===== src/rtl/core/pbpc_pkg.sv =====
// ----------------------------------------------------------------------------
// pbpc_pkg
// Shared types and constants of the power button press classifier.
// ----------------------------------------------------------------------------
package pbpc_pkg;

  localparam int CFG_DATA_W = 16;
  localparam int CFG_IDX_W  = 3;

  // register indexes
  localparam logic [CFG_IDX_W-1:0] REG_PULSE_TOGGLE_MODE  = 3'd0;
  localparam logic [CFG_IDX_W-1:0] REG_DIRECT_DELAY_MODE  = 3'd1;
  localparam logic [CFG_IDX_W-1:0] REG_ALLOW_FORCE_ON     = 3'd2;
  localparam logic [CFG_IDX_W-1:0] REG_POWERDOWN_HOLD_MS  = 3'd3;
  localparam logic [CFG_IDX_W-1:0] REG_FORCE_ON_HOLD_MS   = 3'd4;
  localparam logic [CFG_IDX_W-1:0] REG_DEBOUNCE_MS        = 3'd5;
  localparam logic [CFG_IDX_W-1:0] REG_RELEASE_TIMEOUT_MS = 3'd6;

  // register reset values
  localparam logic                  RST_PULSE_TOGGLE_MODE  = 1'b1;
  localparam logic                  RST_DIRECT_DELAY_MODE  = 1'b0;
  localparam logic                  RST_ALLOW_FORCE_ON     = 1'b0;
  localparam logic [CFG_DATA_W-1:0] RST_POWERDOWN_HOLD_MS  = 16'd2000;
  localparam logic [CFG_DATA_W-1:0] RST_FORCE_ON_HOLD_MS   = 16'd10000;
  localparam logic [CFG_DATA_W-1:0] RST_DEBOUNCE_MS        = 16'd100;
  localparam logic [CFG_DATA_W-1:0] RST_RELEASE_TIMEOUT_MS = 16'd500;

  typedef struct packed {
    logic                  pulse_toggle_mode;
    logic                  direct_delay_mode;
    logic                  allow_force_on;
    logic [CFG_DATA_W-1:0] powerdown_hold_ms;
    logic [CFG_DATA_W-1:0] force_on_hold_ms;
    logic [CFG_DATA_W-1:0] debounce_ms;
    logic [CFG_DATA_W-1:0] release_timeout_ms;
  } cfg_t;

  typedef struct packed {
    logic button_level;
  } in_item_t;

  typedef struct packed {
    logic button_pressed;
    logic powerdown_request;
    logic force_on_request;
    logic pressed_at_turnon;
  } out_item_t;

endpackage


===== src/rtl/core/pbpc_stream_if.sv =====
// ----------------------------------------------------------------------------
// pbpc_stream_if
// Valid/ready stream channel carrying one payload per transaction.
// ----------------------------------------------------------------------------
interface pbpc_stream_if #(
  parameter type T = logic
);
  logic valid;
  logic ready;
  T     data;

  modport source (output valid, output data, input ready);
  modport sink   (input valid, input data, output ready);
endinterface


===== src/rtl/core/pbpc_cfg.sv =====
// ----------------------------------------------------------------------------
// pbpc_cfg
// Configuration register file; writes beyond the register list are ignored.
// ----------------------------------------------------------------------------
module pbpc_cfg
  import pbpc_pkg::*;
(
  input  logic                  clk,
  input  logic                  rst,
  input  logic                  cfg_we,
  input  logic [CFG_IDX_W-1:0]  cfg_index,
  input  logic [CFG_DATA_W-1:0] cfg_data,
  output cfg_t                  cfg
);

  always_ff @(posedge clk) begin
    if (rst) begin
      cfg.pulse_toggle_mode  <= RST_PULSE_TOGGLE_MODE;
      cfg.direct_delay_mode  <= RST_DIRECT_DELAY_MODE;
      cfg.allow_force_on     <= RST_ALLOW_FORCE_ON;
      cfg.powerdown_hold_ms  <= RST_POWERDOWN_HOLD_MS;
      cfg.force_on_hold_ms   <= RST_FORCE_ON_HOLD_MS;
      cfg.debounce_ms        <= RST_DEBOUNCE_MS;
      cfg.release_timeout_ms <= RST_RELEASE_TIMEOUT_MS;
    end else if (cfg_we) begin
      unique case (cfg_index)
        REG_PULSE_TOGGLE_MODE:  cfg.pulse_toggle_mode  <= cfg_data[0];
        REG_DIRECT_DELAY_MODE:  cfg.direct_delay_mode  <= cfg_data[0];
        REG_ALLOW_FORCE_ON:     cfg.allow_force_on     <= cfg_data[0];
        REG_POWERDOWN_HOLD_MS:  cfg.powerdown_hold_ms  <= cfg_data;
        REG_FORCE_ON_HOLD_MS:   cfg.force_on_hold_ms   <= cfg_data;
        REG_DEBOUNCE_MS:        cfg.debounce_ms        <= cfg_data;
        REG_RELEASE_TIMEOUT_MS: cfg.release_timeout_ms <= cfg_data;
        default: begin
        end
      endcase
    end
  end

endmodule


===== src/rtl/core/pbpc_core.sv =====
// ----------------------------------------------------------------------------
// pbpc_core
// Per-tick classifier state and next-state logic; updates on each accepted
// tick and presents the result item for that tick.
// ----------------------------------------------------------------------------
module pbpc_core
  import pbpc_pkg::*;
#(
  parameter int COUNT_BITS = 16
) (
  input  logic      clk,
  input  logic      rst,
  input  cfg_t      cfg,
  input  logic      step,
  input  in_item_t  item,
  output out_item_t result
);

  localparam int CMP_W = (COUNT_BITS > CFG_DATA_W) ? COUNT_BITS : CFG_DATA_W;
  localparam logic [COUNT_BITS-1:0] CNT_MAX = '1;

  logic                  primed;
  logic                  last_level;
  logic                  turnon_press;
  logic [COUNT_BITS-1:0] hold_count;
  logic [COUNT_BITS-1:0] release_count;
  logic                  pressed_flag;
  logic                  powerdown_wish;
  logic                  force_on_wish;
  logic                  force_on_issued;

  logic                  turnon_press_next;
  logic [COUNT_BITS-1:0] hold_count_next;
  logic [COUNT_BITS-1:0] release_count_next;
  logic                  pressed_flag_next;
  logic                  powerdown_wish_next;
  logic                  force_on_wish_next;
  logic                  force_on_issued_next;

  logic                  level, last_eff, tp_eff, rise, fall;
  logic [CMP_W-1:0]      hold_w, rel_w;
  logic [COUNT_BITS-1:0] rel_inc;
  logic                  pd_set, fo_set, deb_set, timeout_hit, fo_pre, fo_out;

  always_comb begin
    level    = item.button_level;
    // first tick primes the edge state
    last_eff = primed ? last_level : level;
    tp_eff   = primed ? turnon_press : level;
    rise     = level & ~last_eff;
    fall     = ~level & last_eff;

    if (rise) begin
      hold_count_next = '0;
    end else if (hold_count == CNT_MAX) begin
      hold_count_next = hold_count;
    end else begin
      hold_count_next = hold_count + 1'b1;
    end
    turnon_press_next = tp_eff & ~fall;
    hold_w = CMP_W'(hold_count_next);

    pd_set  = level & (hold_w >= CMP_W'(cfg.powerdown_hold_ms)) & ~turnon_press_next
              & cfg.pulse_toggle_mode;
    fo_set  = level & (hold_w >= CMP_W'(cfg.force_on_hold_ms)) & turnon_press_next
              & cfg.allow_force_on & cfg.pulse_toggle_mode;
    // a power-down latch zeroes the effective hold, so debounce cannot fire
    deb_set = level & ~pd_set & (hold_w > CMP_W'(cfg.debounce_ms)) & ~turnon_press_next;

    rel_inc     = (release_count == CNT_MAX) ? release_count : release_count + 1'b1;
    rel_w       = CMP_W'(rel_inc);
    timeout_hit = ~level & (rel_w >= CMP_W'(cfg.release_timeout_ms));

    if (level || timeout_hit) begin
      release_count_next = '0;
    end else begin
      release_count_next = rel_inc;
    end

    if (level) begin
      pressed_flag_next = pressed_flag | deb_set;
    end else begin
      pressed_flag_next = pressed_flag & ~timeout_hit;
    end

    powerdown_wish_next  = powerdown_wish | pd_set;
    fo_pre               = force_on_wish | fo_set;
    fo_out               = fo_pre & ~force_on_issued;
    force_on_wish_next   = fo_pre & ~fo_out;
    force_on_issued_next = force_on_issued | fo_out;

    result.button_pressed    = pressed_flag_next;
    result.powerdown_request = cfg.pulse_toggle_mode ? powerdown_wish_next
                               : (cfg.direct_delay_mode & ~pressed_flag_next);
    result.force_on_request  = fo_out;
    result.pressed_at_turnon = turnon_press_next;
  end

  always_ff @(posedge clk) begin
    if (rst) begin
      primed          <= 1'b0;
      last_level      <= 1'b0;
      turnon_press    <= 1'b0;
      hold_count      <= '0;
      release_count   <= '0;
      pressed_flag    <= 1'b1;
      powerdown_wish  <= 1'b0;
      force_on_wish   <= 1'b0;
      force_on_issued <= 1'b0;
    end else if (step) begin
      primed          <= 1'b1;
      last_level      <= level;
      turnon_press    <= turnon_press_next;
      hold_count      <= hold_count_next;
      release_count   <= release_count_next;
      pressed_flag    <= pressed_flag_next;
      powerdown_wish  <= powerdown_wish_next;
      force_on_wish   <= force_on_wish_next;
      force_on_issued <= force_on_issued_next;
    end
  end

endmodule


===== src/rtl/core/pbpc_out_buf.sv =====
// ----------------------------------------------------------------------------
// pbpc_out_buf
// Output register with a skid stage; takes a new item while one waits.
// ----------------------------------------------------------------------------
module pbpc_out_buf #(
  parameter type T = logic
) (
  input  logic clk,
  input  logic rst,
  input  logic push,
  input  T     push_data,
  output logic push_ready,
  output logic out_valid,
  input  logic out_ready,
  output T     out_data
);

  logic skid_valid;
  T     skid_data;
  logic pop;

  assign push_ready = ~skid_valid;
  assign pop        = out_valid & out_ready;

  always_ff @(posedge clk) begin
    if (rst) begin
      out_valid  <= 1'b0;
      skid_valid <= 1'b0;
    end else if (skid_valid) begin
      if (pop) begin
        out_data   <= skid_data;
        skid_valid <= 1'b0;
      end
    end else if (push) begin
      if (!out_valid || pop) begin
        out_data  <= push_data;
        out_valid <= 1'b1;
      end else begin
        skid_data  <= push_data;
        skid_valid <= 1'b1;
      end
    end else if (pop) begin
      out_valid <= 1'b0;
    end
  end

endmodule


===== src/rtl/core/power_button_press_classifier.sv =====
// ----------------------------------------------------------------------------
// power_button_press_classifier
// Classifies one-millisecond button samples into pressed, power-down and
// force-on indications.
// ----------------------------------------------------------------------------
// Each input transaction is one millisecond tick with the sampled button
// level; each tick yields exactly one result transaction. The classifier
// state updates in the accepting cycle and the result lands in an output
// register backed by a one-entry skid stage, so ticks can stream at one per
// clock and input ready only drops when both output slots are full.
// Configuration writes should be made while no tick is in flight; they take
// effect on the next tick. COUNT_BITS sets the width of the saturating hold
// and release counters.
// ----------------------------------------------------------------------------
module power_button_press_classifier
  import pbpc_pkg::*;
#(
  parameter int COUNT_BITS = 16
) (
  input  logic                  clk,
  input  logic                  rst,
  input  logic                  cfg_we,
  input  logic [CFG_IDX_W-1:0]  cfg_index,
  input  logic [CFG_DATA_W-1:0] cfg_data,
  pbpc_stream_if.sink           in_ch,
  pbpc_stream_if.source         out_ch
);

  cfg_t      cfg;
  out_item_t result;
  logic      buf_ready;
  logic      step;

  // register file
  pbpc_cfg u_cfg (
    .clk       (clk),
    .rst       (rst),
    .cfg_we    (cfg_we),
    .cfg_index (cfg_index),
    .cfg_data  (cfg_data),
    .cfg       (cfg)
  );

  // a tick is consumed whenever the output side has a free slot
  assign in_ch.ready = buf_ready;
  assign step        = in_ch.valid & buf_ready;

  pbpc_core #(
    .COUNT_BITS (COUNT_BITS)
  ) u_core (
    .clk    (clk),
    .rst    (rst),
    .cfg    (cfg),
    .step   (step),
    .item   (in_ch.data),
    .result (result)
  );

  // result register plus skid slot
  pbpc_out_buf #(
    .T (out_item_t)
  ) u_out_buf (
    .clk        (clk),
    .rst        (rst),
    .push       (step),
    .push_data  (result),
    .push_ready (buf_ready),
    .out_valid  (out_ch.valid),
    .out_ready  (out_ch.ready),
    .out_data   (out_ch.data)
  );

endmodule


===== src/flat_wrapper.sv =====
// flat-port wrapper written by rule: the top's interface ports become plain ports
module power_button_press_classifier_flat import pbpc_pkg::*;
#(
  parameter int COUNT_BITS = 16
)
  (clk, rst, cfg_we, cfg_index, cfg_data, in_ch_valid, in_ch_data, in_ch_ready, out_ch_valid, out_ch_data, out_ch_ready);
  pbpc_stream_if #(.T(in_item_t)) in_ch_i ();
  pbpc_stream_if #(.T(out_item_t)) out_ch_i ();
  input  logic clk;
  input  logic rst;
  input  logic cfg_we;
  input  logic [CFG_IDX_W-1:0] cfg_index;
  input  logic [CFG_DATA_W-1:0] cfg_data;
  input wire logic [$bits(in_ch_i.valid)-1:0] in_ch_valid;
  input wire logic [$bits(in_ch_i.data)-1:0] in_ch_data;
  output wire logic [$bits(in_ch_i.ready)-1:0] in_ch_ready;
  output wire logic [$bits(out_ch_i.valid)-1:0] out_ch_valid;
  output wire logic [$bits(out_ch_i.data)-1:0] out_ch_data;
  input wire logic [$bits(out_ch_i.ready)-1:0] out_ch_ready;
  assign in_ch_i.valid = in_ch_valid;
  assign in_ch_i.data = in_ch_data;
  assign in_ch_ready = in_ch_i.ready;
  assign out_ch_valid = out_ch_i.valid;
  assign out_ch_data = out_ch_i.data;
  assign out_ch_i.ready = out_ch_ready;
  power_button_press_classifier #(.COUNT_BITS(COUNT_BITS)) u_core (.clk(clk), .rst(rst), .cfg_we(cfg_we), .cfg_index(cfg_index), .cfg_data(cfg_data), .in_ch(in_ch_i), .out_ch(out_ch_i));
endmodule

===== config.mk =====
export PLATFORM = sky130hd
export DESIGN_NAME = power_button_press_classifier_flat
export DESIGN_NICKNAME = d
export VERILOG_FILES = /design/src/rtl/core/pbpc_pkg.sv /design/src/rtl/core/pbpc_stream_if.sv /design/src/rtl/core/pbpc_cfg.sv /design/src/rtl/core/pbpc_core.sv /design/src/rtl/core/pbpc_out_buf.sv /design/src/rtl/core/power_button_press_classifier.sv /design/src/flat_wrapper.sv
export SDC_FILE = /design/constraint.sdc
export NUM_CORES = 1
export LEC_CHECK = 0
export BUFFER_PORTS_ARGS = -buffer_cell sky130_fd_sc_hd__buf_2
export CORE_MARGIN = 2
export CORE_UTILIZATION = 47
export DETAILED_ROUTE_END_ITERATION = 8
export PLACE_DENSITY_LB_ADDON = 0.2
export SLEW_MARGIN = 40
export SYNTH_ARGS = -nofsm -noshare
export SYNTH_HDL_FRONTEND = slang
export SYNTH_HIERARCHICAL = 1
export SYNTH_SLANG_ARGS = --single-unit

===== constraint.sdc =====
create_clock -name clk -period 8.7 [get_ports clk]
set_input_delay 0.87 -clock clk [delete_from_list [all_inputs] [get_ports clk]]
set_output_delay 0.87 -clock clk [all_outputs]
set_load 0.02 [all_outputs]

[Yosys cells after proc, flatten, opt, wreduce, memory -nomap -nowiden]
Cells that the tools add are included.
W data, S select, Z words.
Word-level totals
  input port bits: 25
  output and inout port bits: 6
  logic and storage cells: 114
  bits in registers: 116
Cells by class
  eq/ne operators: 10
  $lt $le $gt $ge: 4
  reduce and logical (&&, ||, !) cells: 17
  multiplexer cells: 19
  $add $sub $neg: 2
  bitwise logic cells: 36
Operators with widths (number)
  $mux W16: 4
  $ge A16 B16 Y1: 3
  $add A16 B1 Y16 const B: 2
  $eq A16 B16 Y1 const B: 2
  $and A1 B1 Y1: 20
  $gt A16 B16 Y1: 1
  $mux W4: 4
  $reduce_and A2 Y1: 7
  $not A1 Y1: 12
  $mux W1: 11
  $eq A3 B3 Y1 const B: 3
  $reduce_and A4 Y1: 2
  $eq A3 B2 Y1 const B: 2
  $reduce_bool A2 Y1: 3
  $ne A2 B1 Y1 const B: 2
  $or A1 B1 Y1: 4
  $eq A3 B1 Y1 const B: 1
  $logic_not A3 Y1: 1
  $reduce_and A3 Y1: 1
  $logic_or A1 B1 Y1: 2
  $logic_not A1 Y1: 1

[Longest topological paths before layout]
  depth after elaboration: 20
  depth in mapped cells: 16
  mapped depth without buffers: 15

[By module]
The synthesis kept the hierarchy.
Modules (own cells, without submodules)
  pbpc_core: area each 4021.4 µm², sequential area each 780.7 µm², times used 1, cells an instance 536
  pbpc_cfg: area each 2756.4 µm², sequential area each 1341.3 µm², times used 1, cells an instance 256
  pbpc_out_buf: area each 422.9 µm², sequential area each 280.3 µm², times used 1, cells an instance 26
  power_button_press_classifier: area each 6.3 µm², sequential area each 0.0 µm², times used 1, cells an instance 1

[Worst setup path after synthesis]
No wires, ideal clock.
  path kind: input to register
  start: in in_ch_data
  end: reg u_core/u_out_buf/out_data[2] (netlist bit), data pin
  buffers on the path: 3
  cell stages on the path: 13
  required time: 8440 ps
  library setup time: 260 ps
  arrival: 3751 ps
  setup slack: 4689 ps
  cell sequence: clkbuf_1 and2_1 clkbuf_1 clkbuf_1 nor2_1 ha_1 nand4_1 or2_2 a311oi_1 nor3_1 or3_1 a211o_1 mux2_2
RTL lines
  from (decl): RTL line flat_wrapper.sv:15  | input wire logic [$bits(in_ch_i.data)-1:0] in_ch_data;
  to (signal assigned): RTL line pbpc_out_buf.sv:31  | out_data <= skid_data;
  to (signal assigned): RTL line pbpc_out_buf.sv:36  | out_data <= push_data;
  to (decl): RTL line pbpc_out_buf.sv:15  | output T out_data

==> results.cfg <==
[floorplan]
die_width_um = 128
die_area_um2 = 16300
chipHeight_um = 128
core_area_um2 = 15100
ios = 31
start_util = 0.478
num_rows = 45

[clock_tree]
numCtsBuffers = 17
path_clk_slew_ns = 0.06
clockBufferDepth = 2
cts_resized = 0
cts-root-buf = clkbuf_16
cts_setup_buffers = 0
clk_latency_ns = 0.42
htreeDepth = 4
cts_tree = yes
cts_sinks = 116
ctsHoldBuffers = 0

[layout]
antennaDiodeCount = 0
finalNetCount = 924
nFillCells = 1443
drive_gt1_frac = 0.0969
layout.cells.non_filler = 1034
area_growth_pct = 10.6
fin_util = 0.528

[pwr]
p_per_area_nw_per_um2 = 168
power.leakage_nw = 3.55
p_total_mw = 1.34
ir_worst_vdd_uv = 141

[critical_path]
cp_max_fo = 8
cp-start-kind = flop
cp.required_ns = 8.87
crit_arrival_ns = 4.78
endpoint_kind = flop
crit_type = reg2reg

[detailed_routing]
dr_total_vias = 5734
drc = 0
drtIter0Drc = 289
viasPerCell = 5.55
ant_nets = 0
wirelength_um = 17700
drt-pass1-iter-count = 5
wl_per_cell_um = 17.2

[timing]
setup-tns-final_ns = 0
fin_crit_sh = 0.530
worstMarginPinSlew_ns = 0.771
maxSlewHeadroom = 0.483
setup-violations-final = 0
rsz0062_at_grt = false
skew_ns = 0.00752
hold_viol_final = 0
fmaxAchievable_ghz = 0.217
period_minus_slack_ns = 4.61
maxSlewViolCount = 0

[place]
gp_congestion = 0.914
io_buffers = 30
dp_cells = 1001
dp_hpwl_um = 13200

[synth]
dominantRegCellSynth = dfxtp_1
synth_fp_nets = 910
synthArstFlopShare = 0
ys_seq_elements = 116
avgSynthCellArea_um2 = 8.80
ys_types = 69
synth_edf_count = 8
syn_inst = 819
ys_warn_count = 6
netlist_area_um2 = 7210
ys_seq_area_frac = 0.333

[grt]
grt_pass1_wl_um = 29100
antenna_found_initial = 0
grt_max_degree = 71
grt_overflow_total = 0
grtUsageTotal = 0.228
grt_pass1_vias = 5686

[job]
max_cap_viol_count = 0

[min_path]
hp-class = reg2reg

[status]
status = finished, final reports clean
-- registers in the layout (all words and copies together), names as in the netlist, 4 cells and up --
register / count
u_core/u_out_buf/skid_data: 4
u_core/u_core/release_count: 16
u_core/u_core/hold_count: 16
u_core/u_cfg/cfg: 67
u_core/u_out_buf/out_data: 4
-- routing by layer --
metal / vias up / share of wire / GRT usage
li1: 2897 / - / -
met5: - / 0 / 0
met2: 92 / 0.46 / 0.371
met3: 30 / 0.030 / 0.0388
met4: 0 / 0.032 / 0.101
met1: 2715 / 0.47 / 0.299
-- power breakdown --
group | total (mW) | switching, mW | internal (mW)
registers | 0.560 | 0.00948 | 0.550
logic | 0.110 | 0.0677 | 0.0426
clock network | 0.670 | 0.254 | 0.415
total | 1.34 | 0.332 | 1.01
-- cells by family (layout without fill, tap and decap cells) --
| kind of cell | Yosys count | after routing | synth area share |
|---|---|---|---|
| fa+ha+maj | 66 | 66 | 0.115 |
| compound gates | 132 | 132 | 0.125 |
| xor+xnor | 24 | 24 | 0.0292 |
| simple gates | 291 | 291 | 0.220 |
| buf+inv | 114 | 141 | 0.0717 |
| flops | 116 | 116 | 0.333 |
| mux | 76 | 76 | 0.106 |
-- cell usage in the layout, fill, tap and decap left out, drive strengths merged, types with 3 or more instances in the layout --
master and n:
dfxtp 108, nor2 81, inv 74, mux2i 72, nand2b 71, ha 66
a21oi 42, buf 35, nand2 33, nand3 27, nand4 21, clkbuf 20
o21ai 17, a21o 15, nor3 13, xor2 12, xnor2 12, o21a 10
a211oi 9, clkinv 9, edfxtp 8, nor2b 6, a31oi 6, or3 5
and3 4, or4 4, mux2 4, nand4b 4, a2111oi 4, nor4 4
and2 3, a211o 3, o21bai 3, nor3b 3, a221o 3, a22o 3
-- per-stage QoR --
stage | area (µm²) | setup slack, ns | hold WS (ns)
6_report | 7970 | 4.09 | 0.470
5_1_grt | 7970 | 3.75 | 0.492
4_1_cts | 7960 | 4.19 | 0.474
3_5_place_dp | 7390 | 4.22 | 0.460
3_3_place_gp | 7390 | 4.35 | 0.451
2_1_floorplan | 7210 | 4.69 | 0.437
-- Yosys cell counts (4+ instances only) --
cell type	instances	area, µm²
a21oi_1	42	210
mux2i_1	72	721
nor3_1	13	65.1
nand4_1	21	131
nand3_1	27	135
dfxtp_1	108	2160
nand2_1	33	124
nor2_1	81	304
buf_6	5	56.3
a21o_1	15	113
xor2_1	12	105
xnor2_1	12	105
nand2b_1	70	438
inv_1	74	278
clkbuf_1	17	63.8
o21ai_0	16	80.1
and3_1	4	25.0
nor2b_1	6	37.5
mux2_2	4	45.0
buf_4	6	45.0
or4_1	4	30.0
a211oi_1	8	60.1
ha_1	66	826
buf_2	10	50.1
or3_1	5	31.3
edfxtp_1	8	240
o21a_1	10	75.1
a31oi_1	6	37.5
-- cell type report --
cell class,count,area (µm²),area share
clock buffers,20,468,0.0587
clock inverters,12,105,0.0132
inverters,74,278,0.0349
multi-input cells,589,4290,0.538
flip-flops and latches,116,2400,0.301
well taps,188,235,0.0295
repair buffers,35,190,0.0239
-- worst paths after layout --
check | slack, ns | depth (start not counted) | from | endpoint
worst max-delay path | 4.09 | 14 | u_core/u_core/release_count[0] | u_core/u_out_buf/out_data[2]
worst max register to register | 4.09 | 14 | u_core/u_core/release_count[0] | u_core/u_out_buf/out_data[2]
worst min-delay path | 0.47 | 2 | u_core/u_core/powerdown_wish | u_core/u_core/powerdown_wish
worst min register to register | 0.47 | 2 | u_core/u_core/powerdown_wish | u_core/u_core/powerdown_wish
-- worst max-delay path: stages (launching register included) --
cell       delay (ns)
dfxtp_1          0.45
ha_1             0.26
nand3_1          0.16
nor3_1           0.45
nand2_1          0.32
nand4_1          0.23
xnor2_1          0.15
ha_1             0.27
a2111oi_2        0.35
o21ai_1          0.12
a221o_1          0.41
a21oi_1          0.49
nor3_1           0.11
a211o_1          0.31
mux2_2           0.26
No activity file was read; power rests on OpenSTA's default activity.
